===== src/hdl/ots_pkg.sv =====
// shared types and constants for the oscillator trim search
`timescale 1ns / 1ps
`default_nettype none

package ots_pkg;

    localparam int COUNT_BITS   = 20;
    localparam int TRIM_BITS    = 7;
    localparam int CFG_IDX_BITS = 1;

    // register indexes on the configuration port
    localparam logic [CFG_IDX_BITS-1:0] REG_TARGET_COUNT = 1'd0;
    localparam logic [CFG_IDX_BITS-1:0] REG_INITIAL_TRIM = 1'd1;

    // item function codes
    localparam logic FUNC_START   = 1'b0;
    localparam logic FUNC_MEASURE = 1'b1;

    localparam logic [COUNT_BITS-1:0] TARGET_RESET = COUNT_BITS'(1808);
    localparam logic [TRIM_BITS-1:0]  TRIM_RESET   = TRIM_BITS'(1) << (TRIM_BITS - 1);
    localparam logic [TRIM_BITS-1:0]  TRIM_MAX     = {TRIM_BITS{1'b1}};

    typedef struct packed {
        logic [TRIM_BITS-1:0]  trim_now;
        logic [TRIM_BITS-1:0]  trim_before;
        logic [COUNT_BITS-1:0] count_before;
        logic                  saw_low;
        logic                  saw_high;
        logic                  finished;
    } search_state_t;

    typedef struct packed {
        logic [TRIM_BITS-1:0] trim;
        logic                 done;
        logic                 reverted;
    } search_result_t;

endpackage

`default_nettype wire


===== src/hdl/ots_step.sv =====
// one search step: next search state and result for one item
`timescale 1ns / 1ps
`default_nettype none

module ots_step (
    input  wire logic                           func,
    input  wire logic [ots_pkg::COUNT_BITS-1:0] measured_count,
    input  wire logic [ots_pkg::COUNT_BITS-1:0] target_count,
    input  wire logic [ots_pkg::TRIM_BITS-1:0]  initial_trim,
    input  wire ots_pkg::search_state_t         state_cur,
    output ots_pkg::search_state_t              state_nxt,
    output ots_pkg::search_result_t             result
);
    import ots_pkg::*;

    logic                  cnt_low;
    logic                  cnt_high;
    logic [COUNT_BITS-1:0] dist_cur;
    logic [COUNT_BITS-1:0] dist_prev;
    logic                  prev_closer;
    logic                  rev;

    assign cnt_low  = measured_count < target_count;
    assign cnt_high = measured_count > target_count;

    // absolute distances of this count and the previous count from target
    assign dist_cur  = cnt_high ? (measured_count - target_count)
                                : (target_count - measured_count);
    assign dist_prev = (state_cur.count_before > target_count)
                     ? (state_cur.count_before - target_count)
                     : (target_count - state_cur.count_before);
    assign prev_closer = dist_cur > dist_prev;

    always_comb
    begin
        state_nxt = state_cur;
        rev       = 1'b0;
        if (func == FUNC_START)
        begin
            state_nxt.trim_now     = initial_trim;
            state_nxt.trim_before  = '0;
            state_nxt.count_before = '0;
            state_nxt.saw_low      = 1'b0;
            state_nxt.saw_high     = 1'b0;
            state_nxt.finished     = 1'b0;
        end
        else if (!state_cur.finished)
        begin
            if (cnt_low)
            begin
                if (state_cur.saw_high)
                begin
                    // crossed from high to low: keep the closer trim
                    if (prev_closer)
                    begin
                        state_nxt.trim_now = state_cur.trim_before;
                        rev                = 1'b1;
                    end
                    state_nxt.finished = 1'b1;
                end
                else if (dist_cur == COUNT_BITS'(1))
                begin
                    state_nxt.finished = 1'b1;
                end
                else
                begin
                    state_nxt.trim_before = state_cur.trim_now;
                    if (state_cur.trim_now != TRIM_MAX)
                    begin
                        state_nxt.trim_now = state_cur.trim_now + TRIM_BITS'(1);
                    end
                    state_nxt.saw_low      = 1'b1;
                    state_nxt.count_before = measured_count;
                end
            end
            else if (cnt_high)
            begin
                if (state_cur.saw_low)
                begin
                    // crossed from low to high: keep the closer trim
                    if (prev_closer)
                    begin
                        state_nxt.trim_now = state_cur.trim_before;
                        rev                = 1'b1;
                    end
                    state_nxt.finished = 1'b1;
                end
                else if (dist_cur == COUNT_BITS'(1))
                begin
                    state_nxt.finished = 1'b1;
                end
                else
                begin
                    state_nxt.trim_before = state_cur.trim_now;
                    if (state_cur.trim_now != '0)
                    begin
                        state_nxt.trim_now = state_cur.trim_now - TRIM_BITS'(1);
                    end
                    state_nxt.saw_high     = 1'b1;
                    state_nxt.count_before = measured_count;
                end
            end
            else
            begin
                state_nxt.finished = 1'b1;
            end
        end
    end

    assign result.trim     = state_nxt.trim_now;
    assign result.done     = state_nxt.finished;
    assign result.reverted = rev;

endmodule

`default_nettype wire


===== src/hdl/oscillator_trim_search.sv =====
// top level of the rc oscillator linear trim search
`timescale 1ns / 1ps
`default_nettype none

// channel   signals                                       direction
// -------   -------------------------------------------   ---------
// in        in_valid, in_ready, func, measured_count      into block
// out       out_valid, out_ready, trim_out, done_res,     out of block
//           reverted
// cfg       cfg_valid, cfg_ready, cfg_index, cfg_data     into block
//
// an item is first held in the input register, then the
// search step updates the state and loads the result register
// one item per cycle sustained while out_ready is high; the search state loop closes through the state register
// reset clears the search state to a fresh calibration at the reset trim
// a stalled result register holds the input stage; cfg is always ready

module oscillator_trim_search (
    input  wire logic                             clk,
    input  wire logic                             rst_n,
    // item input
    input  wire logic                             in_valid,
    output logic                                  in_ready,
    input  wire logic                             func,
    input  wire logic [ots_pkg::COUNT_BITS-1:0]   measured_count,
    // result output
    output logic                                  out_valid,
    input  wire logic                             out_ready,
    output logic [ots_pkg::TRIM_BITS-1:0]         trim_out,
    output logic                                  done_res,
    output logic                                  reverted,
    // register writes
    input  wire logic                             cfg_valid,
    output logic                                  cfg_ready,
    input  wire logic [ots_pkg::CFG_IDX_BITS-1:0] cfg_index,
    input  wire logic [ots_pkg::COUNT_BITS-1:0]   cfg_data
);
    import ots_pkg::*;

    // configuration registers
    logic [COUNT_BITS-1:0] target_count_reg;
    logic [TRIM_BITS-1:0]  initial_trim_reg;

    // input stage
    logic                  in_vld_reg;
    logic                  func_reg;
    logic [COUNT_BITS-1:0] count_reg;

    // search state and result stage
    search_state_t         state_reg;
    search_state_t         state_next;
    search_result_t        result_next;
    search_result_t        result_reg;
    logic                  out_vld_reg;

    logic                  advance;

    // the input item moves on whenever the result register is free or draining
    assign advance   = in_vld_reg && (!out_vld_reg || out_ready);
    assign in_ready  = !in_vld_reg || advance;
    assign cfg_ready = 1'b1;

    always_ff @(posedge clk or negedge rst_n)
    begin
        if (!rst_n)
        begin
            target_count_reg <= TARGET_RESET;
            initial_trim_reg <= TRIM_RESET;
        end
        else if (cfg_valid)
        begin
            case (cfg_index)
                REG_TARGET_COUNT: target_count_reg <= cfg_data;
                REG_INITIAL_TRIM: initial_trim_reg <= cfg_data[TRIM_BITS-1:0];
                default:          ;
            endcase
        end
    end

    // input register
    always_ff @(posedge clk or negedge rst_n)
    begin
        if (!rst_n)
        begin
            in_vld_reg <= 1'b0;
        end
        else if (in_ready)
        begin
            in_vld_reg <= in_valid;
        end
    end

    always_ff @(posedge clk)
    begin
        if (in_valid && in_ready)
        begin
            func_reg  <= func;
            count_reg <= measured_count;
        end
    end

    ots_step u_step (
        .func           (func_reg),
        .measured_count (count_reg),
        .target_count   (target_count_reg),
        .initial_trim   (initial_trim_reg),
        .state_cur      (state_reg),
        .state_nxt      (state_next),
        .result         (result_next)
    );

    // search state commits when the item moves into the result register
    always_ff @(posedge clk or negedge rst_n)
    begin
        if (!rst_n)
        begin
            state_reg.trim_now     <= TRIM_RESET;
            state_reg.trim_before  <= '0;
            state_reg.count_before <= '0;
            state_reg.saw_low      <= 1'b0;
            state_reg.saw_high     <= 1'b0;
            state_reg.finished     <= 1'b0;
        end
        else if (advance)
        begin
            state_reg <= state_next;
        end
    end

    // result register
    always_ff @(posedge clk or negedge rst_n)
    begin
        if (!rst_n)
        begin
            out_vld_reg <= 1'b0;
        end
        else if (advance)
        begin
            out_vld_reg <= 1'b1;
        end
        else if (out_ready)
        begin
            out_vld_reg <= 1'b0;
        end
    end

    always_ff @(posedge clk)
    begin
        if (advance)
        begin
            result_reg <= result_next;
        end
    end

    assign out_valid = out_vld_reg;
    assign trim_out  = result_reg.trim;
    assign done_res  = result_reg.done;
    assign reverted  = result_reg.reverted;

endmodule

`default_nettype wire

===== config.mk =====
export PLATFORM = sky130hd
export DESIGN_NAME = oscillator_trim_search
export DESIGN_NICKNAME = d
export VERILOG_FILES = /design/src/hdl/ots_pkg.sv /design/src/hdl/ots_step.sv /design/src/hdl/oscillator_trim_search.sv
export SDC_FILE = /design/constraint.sdc
export NUM_CORES = 1
export LEC_CHECK = 0
export BUFFER_PORTS_ARGS = -buffer_cell sky130_fd_sc_hd__buf_4
export CAP_MARGIN = 20
export CELL_PAD_IN_SITES_DETAIL_PLACEMENT = 1
export CELL_PAD_IN_SITES_GLOBAL_PLACEMENT = 2
export CORE_ASPECT_RATIO = 0.75
export CORE_MARGIN = 3
export CORE_UTILIZATION = 41
export DETAILED_ROUTE_END_ITERATION = 16
export GPL_TIMING_DRIVEN = 0
export PLACE_DENSITY_LB_ADDON = 0.05
export SYNTH_ARGS = -nofsm -noshare
export SYNTH_HDL_FRONTEND = slang
export SYNTH_SLANG_ARGS = --single-unit

===== constraint.sdc =====
create_clock -name clk -period 15.1 [get_ports clk]
set_clock_uncertainty 0.2 [all_clocks]
set_input_delay 1.51 -clock clk [delete_from_list [all_inputs] [get_ports clk]]
set_output_delay 1.51 -clock clk [all_outputs]
set_load 0.05 [all_outputs]

==> out/qor.yml, run 1 <==
status:
  status: "complete, no violations"
placed_design:
  hpwl_um: 26600
  gp_congestion: 0.926
  port_buffers: 57
  place_area_mm2: 0.00986
  dp.cells: 1430
detailed_routing:
  detail_route.wl_per_cell_um: 23.0
  first_pass_iters: 5
  drt_iter0_markers: 708
  drc_errors: 0
  vias: 8592
  ant_nets: 0
  routed_wl_um: 33200
  vias_per_cell: 5.94
sta:
  max_clock_freq_mhz: 114
  setup_viol: 0
  post-route-period-util: 0.581
  drv_slew: 0
  fin_tns_setup_ns: 0
  hold_violations: 0
  period_minus_slack_ns: 8.77
  worst_pin_slew_ns: 1.18
  rsz0062_at_grt: "false"
  relSlewSlack: 0.195
power:
  p_per_area_mw_per_mm2: 182
  leakage_uw: 0.00465
  ir_drop_mv: 0.0750
layout:
  final_area_mm2: 0.0102
  synthToLayoutAreaGrowth_pct: 12.6
  antennaDiodeCount: 0
  fin_cells: 1446
  largest_reg_flops: 37
  final_core_util: 0.476
  layout-drive-gt1-share: 0.123
  fillers: 2615
  layout.nets: 1305
synth:
  yosys_warnings: 0
  yosysSeqAreaShare: 0.283
  synth_seq_cells: 96
  synth-async-reset-ratio: 0.688
  ys.flop_type: "dfrtp_1"
  yosysUniqueCellTypes: 81
  synth_area_leaders: "dfrtp_1 (17%), ha_1 (14%), edfxtp_1 (10%), nand2_1 (6.0%), o21ai_0 (4.9%)"
  synth-edff-count: 30
  syn_nets: 1236
  syn-cell-area_mm2: 0.00905
  yosys.area.top_type: "dfrtp_1"
  syn_inst: 1084
  synth.most_common_cell: "nand2_1"
  avgSynthCellArea_um2: 8.35
  synth.top_cell.area_share: 0.166
  synth_commonest_cells: "nand2_1 (145), ha_1 (101), o21ai_0 (88)"
critical_path:
  ff2ff_setup_slack_ns: 6.33
  path_buf_inv: 2
  path_delay_family: "compound AO/OA/AOI/OAI gates"
  start_kind: "flop"
  rr_endpoint: "trim_out[2]$_DFFE_PP_"
  path_class: "reg2reg"
  max_stage_delay_ns: 1.01
  critPathCaptureType: "flop"
  rr_startpoint: "target_count_reg[1]$_DFFE_PN0P_"
  cpMostUsedCell: "a21oi_1"
  crit_path_max_fanout: 10
  required_ns: 15.02
  cpMaxStageDelayCell: "a2111oi_0"
  cp.depth: 28
  crit_arrival_ns: 8.69
  reg2reg_depth: 28
clocking:
  cts_resized: 0
  clk_path_buf_depth: 2
  holdBufCountCts: 0
  cts_setup_buffers: 0
  cts-root-buf: "clkbuf_16"
  path_clk_slew_ns: 0.08
  clkLatencyLatePin_ns: 0.37
  cts_buffers: 9
  htreeDepth: 3
  cts_tree: "done"
  clkSinkCount: 96
floorplan:
  die-area_mm2: 0.0239
  die_y_um: 135
  die_w_um: 178
  start_util: 0.423
  core_mm2: 0.0214
  ios: 59
  rows: 46
global_routing:
  grt_pass1_vias: 8509
  met3_usage: 0.0416
  grt_use_total: 0.281
  grt-ovfl-total: 0
  busiest_layer: "met1"
  grt_pass1_wl_um: 51500
  met1_usage: 0.448
  antenna_found_initial: 0
  grt_max_degree: 67
  use_met2: 0.404
job:
  max_cap_violations: 0
hold_path:
  hold_path_class: "reg2reg"
  hp-start: "state_reg[25]$_DFFE_PN0P_"
  holdPathEnd: "state_reg[25]$_DFFE_PN0P_"
  hold_path_depth: 2
[layer usage]
metal  vias up  part of all wire
met5         -                 0
met1      4289              0.52
li1       4023                 -
met4         0            0.0097
met2       255              0.42
met3        25             0.058
[layout by cell type (no fill, tap or decap), drive strengths merged, types with 4 or more instances in the layout]
cell,Yosys,layout
a221oi,7,7
inv,79,82
o31ai,10,10
o41ai,5,5
a21o,45,45
nor3,13,13
o21ai,104,104
nor2,49,49
xor2,25,25
mux2i,22,22
a21oi,84,84
dfrtp,60,60
xnor2,20,20
buf,25,83
nor2b,9,9
and2,8,8
nor4,4,4
a31oi,8,8
nand2b,10,10
o32ai,5,5
a211oi,18,18
and3,7,7
clkbuf,35,44
nand2,146,146
o21bai,10,10
nand3,22,22
ha,101,101
a211o,5,5
o21a,13,13
o211ai,8,8
mux2,12,12
dfstp,6,6
fa,4,4
nand4,22,22
o311ai,5,5
o2bb2ai,7,7
edfxtp,30,30
or3,4,4
[worst max-delay path by stage]
stage	from	slack, ns	endpoint
2_1_floorplan	target_count_reg[1]$_DFFE_PN0P_	8.46	trim_out[4]$_DFFE_PP_
3_3_place_gp	target_count_reg[1]$_DFFE_PN0P_	6.56	trim_out[2]$_DFFE_PP_
3_5_place_dp	target_count_reg[1]$_DFFE_PN0P_	6.54	trim_out[2]$_DFFE_PP_
4_1_cts	target_count_reg[1]$_DFFE_PN0P_	6.48	trim_out[2]$_DFFE_PP_
5_1_grt	target_count_reg[10]$_DFFE_PN1P_	6.00	trim_out[5]$_DFFE_PP_
6_report	target_count_reg[1]$_DFFE_PN0P_	6.33	trim_out[2]$_DFFE_PP_
[report_power, final]
part / internal (uW) / switching [uW]
Combinational: 452 / 761
Clock: 148 / 118
Sequential: 329 / 49.9
Total: 928 / 929
[metrics by stage]
step | hold slack, ns | total power, uW | worst slack (ns)
3_5_place_dp | 0.275 | 1560 | 6.54
6_report | 0.290 | 1860 | 6.33
5_1_grt | 0.331 | 2000 | 6.00
4_1_cts | 0.294 | 1840 | 6.48
2_1_floorplan | 0.244 | 1210 | 8.46
3_3_place_gp | 0.263 | 1540 | 6.56
[layout make-up]
cell class              instances  area [um^2]  share of cell area
plain buffers                  60          292              0.0286
clock buffers                   9          225              0.0221
clock inverters                 7          103              0.0101
inverters                      79          297              0.0291
multi-input cells             849         5900               0.579
flip-flops and latches         96         2560               0.251
well taps                     288          360              0.0354
repair buffers                 58          455              0.0447
[kinds of logic (layout without fill, tap and decap cells)]
group | after synthesis | count (layout) | synth area share
compound gates | 356 | 356 | 0.257
simple gates | 308 | 308 | 0.163
buf+inv | 139 | 213 | 0.0650
fa+ha+maj | 105 | 105 | 0.149
flops | 96 | 96 | 0.283
xor+xnor | 45 | 45 | 0.0436
mux | 34 | 34 | 0.0393
other cells | 1 | 1 | 0.000414
[worst reg2reg max path, delay by kind of cell, from the launching register on]
family | cells | cell delay, ns
buf+inv | 2 | 0.73
compound gates | 14 | 4.06
simple gates | 7 | 1.26
mux | 2 | 0.81
flops | 1 | 0.52
fa+ha+maj | 2 | 0.82
xor+xnor | 1 | 0.11
No activity file was read; power rests on OpenSTA's default activity.
==> run 2: changes to the inputs <==
--- a/config.mk
+++ b/config.mk
@@ -11,7 +11,7 @@
 export CELL_PAD_IN_SITES_GLOBAL_PLACEMENT = 2
 export CORE_ASPECT_RATIO = 0.75
 export CORE_MARGIN = 3
-export CORE_UTILIZATION = 41
+export CORE_UTILIZATION = 38
 export DETAILED_ROUTE_END_ITERATION = 16
 export GPL_TIMING_DRIVEN = 0
 export PLACE_DENSITY_LB_ADDON = 0.05
==> constraint.sdc (replaced) <==
create_clock -name clk -period 8.1 [get_ports clk]
set_clock_uncertainty 0.2 [all_clocks]
set_input_delay 0.81 -clock clk [delete_from_list [all_inputs] [get_ports clk]]
set_output_delay 0.81 -clock clk [all_outputs]
set_load 0.05 [all_outputs]
==> out/qor.yml, run 2 (synthesis results as in run 1) <==
floorplan:
  die_y_um: 140  # +3.7%
  start_util: 0.390  # -0.0323
  die_w_um: 184  # +3.7%
  rows: 48  # +4.3%
  die-area_mm2: 0.0257  # +7.6%
  ios: 59  # unchanged
  core_mm2: 0.0232  # +8.3%
sta:
  setup_viol: 0  # unchanged
  max_clock_freq_mhz: 128  # +13%
  worst_slack_ns: 0.309  # -6.02 ns
  relSlewSlack: 0.352  # +0.157
  worst_pin_slew_ns: 0.972  # -0.205 ns
  post-route-period-util: 0.962  # +0.381
  drv_slew: 0  # unchanged
  period_minus_slack_ns: 7.79  # -0.983 ns
  hold_violations: 0  # unchanged
layout:
  antennaDiodeCount: 0  # unchanged
  final_cell_mix: "nand2_1 (144), ha_1 (101), o21ai_0 (88)"
  final_common_cell: "nand2_1"
  largest_reg_flops: 37  # unchanged
  synthToLayoutAreaGrowth_pct: 13.5
  layout-drive-gt1-share: 0.131  # +0.00777
  layout.nets: 1305  # unchanged
placed_design:
  place_ws_ns: -0.407  # -6.95 ns
  hpwl_um: 26400  # -0.50%
  port_buffers: 57  # unchanged
  gp_congestion: 0.887  # -4.2%
power:
  leakage_uw: 0.00468  # +0.51%
  p_per_area_mw_per_mm2: 342  # +88%
  ir_drop_mv: 0.149  # +98%
  p_total_uw: 3520  # +89%
critical_path:
  ff2ff_setup_slack_ns: 0.31  # -6.02 ns
  crit_path_max_fanout: 7  # -3
  cpMostUsedCell: "a21oi_1"
  crit_arrival_ns: 7.70  # -0.99 ns
  cpMaxStageDelayCell: "a211oi_1"
  path_class: "reg2reg"
  max_stage_delay_ns: 0.80  # -0.21 ns
  critPathCaptureType: "flop"
  start_kind: "flop"
  required_ns: 8.01  # -7.01 ns
clocking:
  clkLatencyLatePin_ns: 0.37  # about the same
  cts_buffers: 9  # unchanged
  clkSinkCount: 96  # unchanged
  htreeDepth: 3  # unchanged
  cts-root-buf: "clkbuf_16"
  clk_path_buf_depth: 2  # unchanged
  path_clk_slew_ns: 0.07  # about the same
  holdBufCountCts: 0  # unchanged
  cts_tree: "done"
job:
  max_cap_violations: 0  # unchanged
detailed_routing:
  detail_route.wl_per_cell_um: 22.8  # -0.84%
  drc_errors: 0  # unchanged
  drt_iter0_markers: 711  # +0.42%
  routed_wl_um: 33200  # about the same
  vias_per_cell: 5.81  # -2.2%
  first_pass_iters: 5  # unchanged
  wl_met1_um: 18000  # +4.8%
  vias: 8469  # -1.4%
  highest_layer: "met4"
  wl_met3_um: 1590  # -17%
  wl_met2_um: 13200  # -3.9%
  ant_nets: 0  # unchanged
global_routing:
  grt-ovfl-total: 0  # unchanged
  grt_pass1_vias: 8386  # -1.4%
  grt_use_total: 0.262  # -0.0189
  antenna_found_initial: 0  # unchanged
  grt_pass1_wl_um: 51500  # +0.13%
  grt_max_degree: 67  # unchanged
status:
  status: "complete, no violations"
hold_path:
  hold_path_class: "reg2reg"
run 2: worst max-delay path: cells and delay by family, from the launching register on:
| kind | cells | cell delay, ns |
|---|---|---|
| compound gates | 18 | 4.63 |
| simple gates | 5 | 1.02 |
| fa+ha+maj | 2 | 0.62 |
| buf+inv | 3 | 0.47 |
| flops | 1 | 0.39 |
| xor+xnor | 1 | 0.20 |
run 2: path summary, 6_finish.rpt:
| kind | startpoint | to | depth (start not counted) |
|---|---|---|---|
| worst max-delay path | target_count_reg[17]$_DFFE_PN0P_ | trim_out[4]$_DFFE_PP_ | 29 |
| worst min-delay path | state_reg[25]$_DFFE_PN0P_ | state_reg[25]$_DFFE_PN0P_ | 2 |
| worst max register to register | target_count_reg[17]$_DFFE_PN0P_ | trim_out[4]$_DFFE_PP_ | 29 |
| worst min register to register | state_reg[25]$_DFFE_PN0P_ | state_reg[25]$_DFFE_PN0P_ | 2 |
| max in group asynchronous | rst_n | target_count_reg[7]$_DFFE_PN0P_ | 1 |
| min in group asynchronous | rst_n | state_reg[4]$_DFFE_PN0P_ | 1 |
run 2: final cells by class:
class / count / area [um^2]
multi-input cells: 849 / 5940
clock buffers: 11 / 243
flip-flops and latches: 96 / 2560
inverters: 79 / 297
well taps: 300 / 375
clock inverters: 5 / 104
repair buffers: 59 / 463
plain buffers: 59 / 290
fillers: 2789 / 12900
run 2: stage by stage:
stage,utilization,cell area (um^2),hold slack [ns],setup TNS (ns),std cells
floorplan,-,9050,0.244,0,1084
global placement,0.425,9850,0.263,-2.59,1441
detailed placement,0.426,9880,0.268,-3.65,1442
CTS,0.442,10200,0.284,0,1458
global route,0.443,10300,0.331,-0.00236,1458
finish,0.443,10300,0.285,0,1458
run 2: per-layer routing:
| layer | vias to the layer above | GRT usage |
|---|---|---|
| li1 | 4027 | - |
| met1 | 4221 | 0.429 |
| met2 | 201 | 0.360 |
| met3 | 20 | 0.0410 |
| met4 | 0 | 0.0461 |
| met5 | - | 0 |
run 2: power breakdown:
part	total [uW]	internal (uW)	leakage [uW]	switching [uW]
combinational	2290	865	0.00340	1430
clock	523	312	0.000170	211
sequential	704	613	0.00110	90.8
total	3520	1790	0.00468	1730
run 2: what timing repair did:
action | in CTS | in global routing
buffers inserted | 0 | 1
pin swaps | 0 | 1
endpoints found under the setup margin | 15 | 14
gates resized for setup | 6 | 5
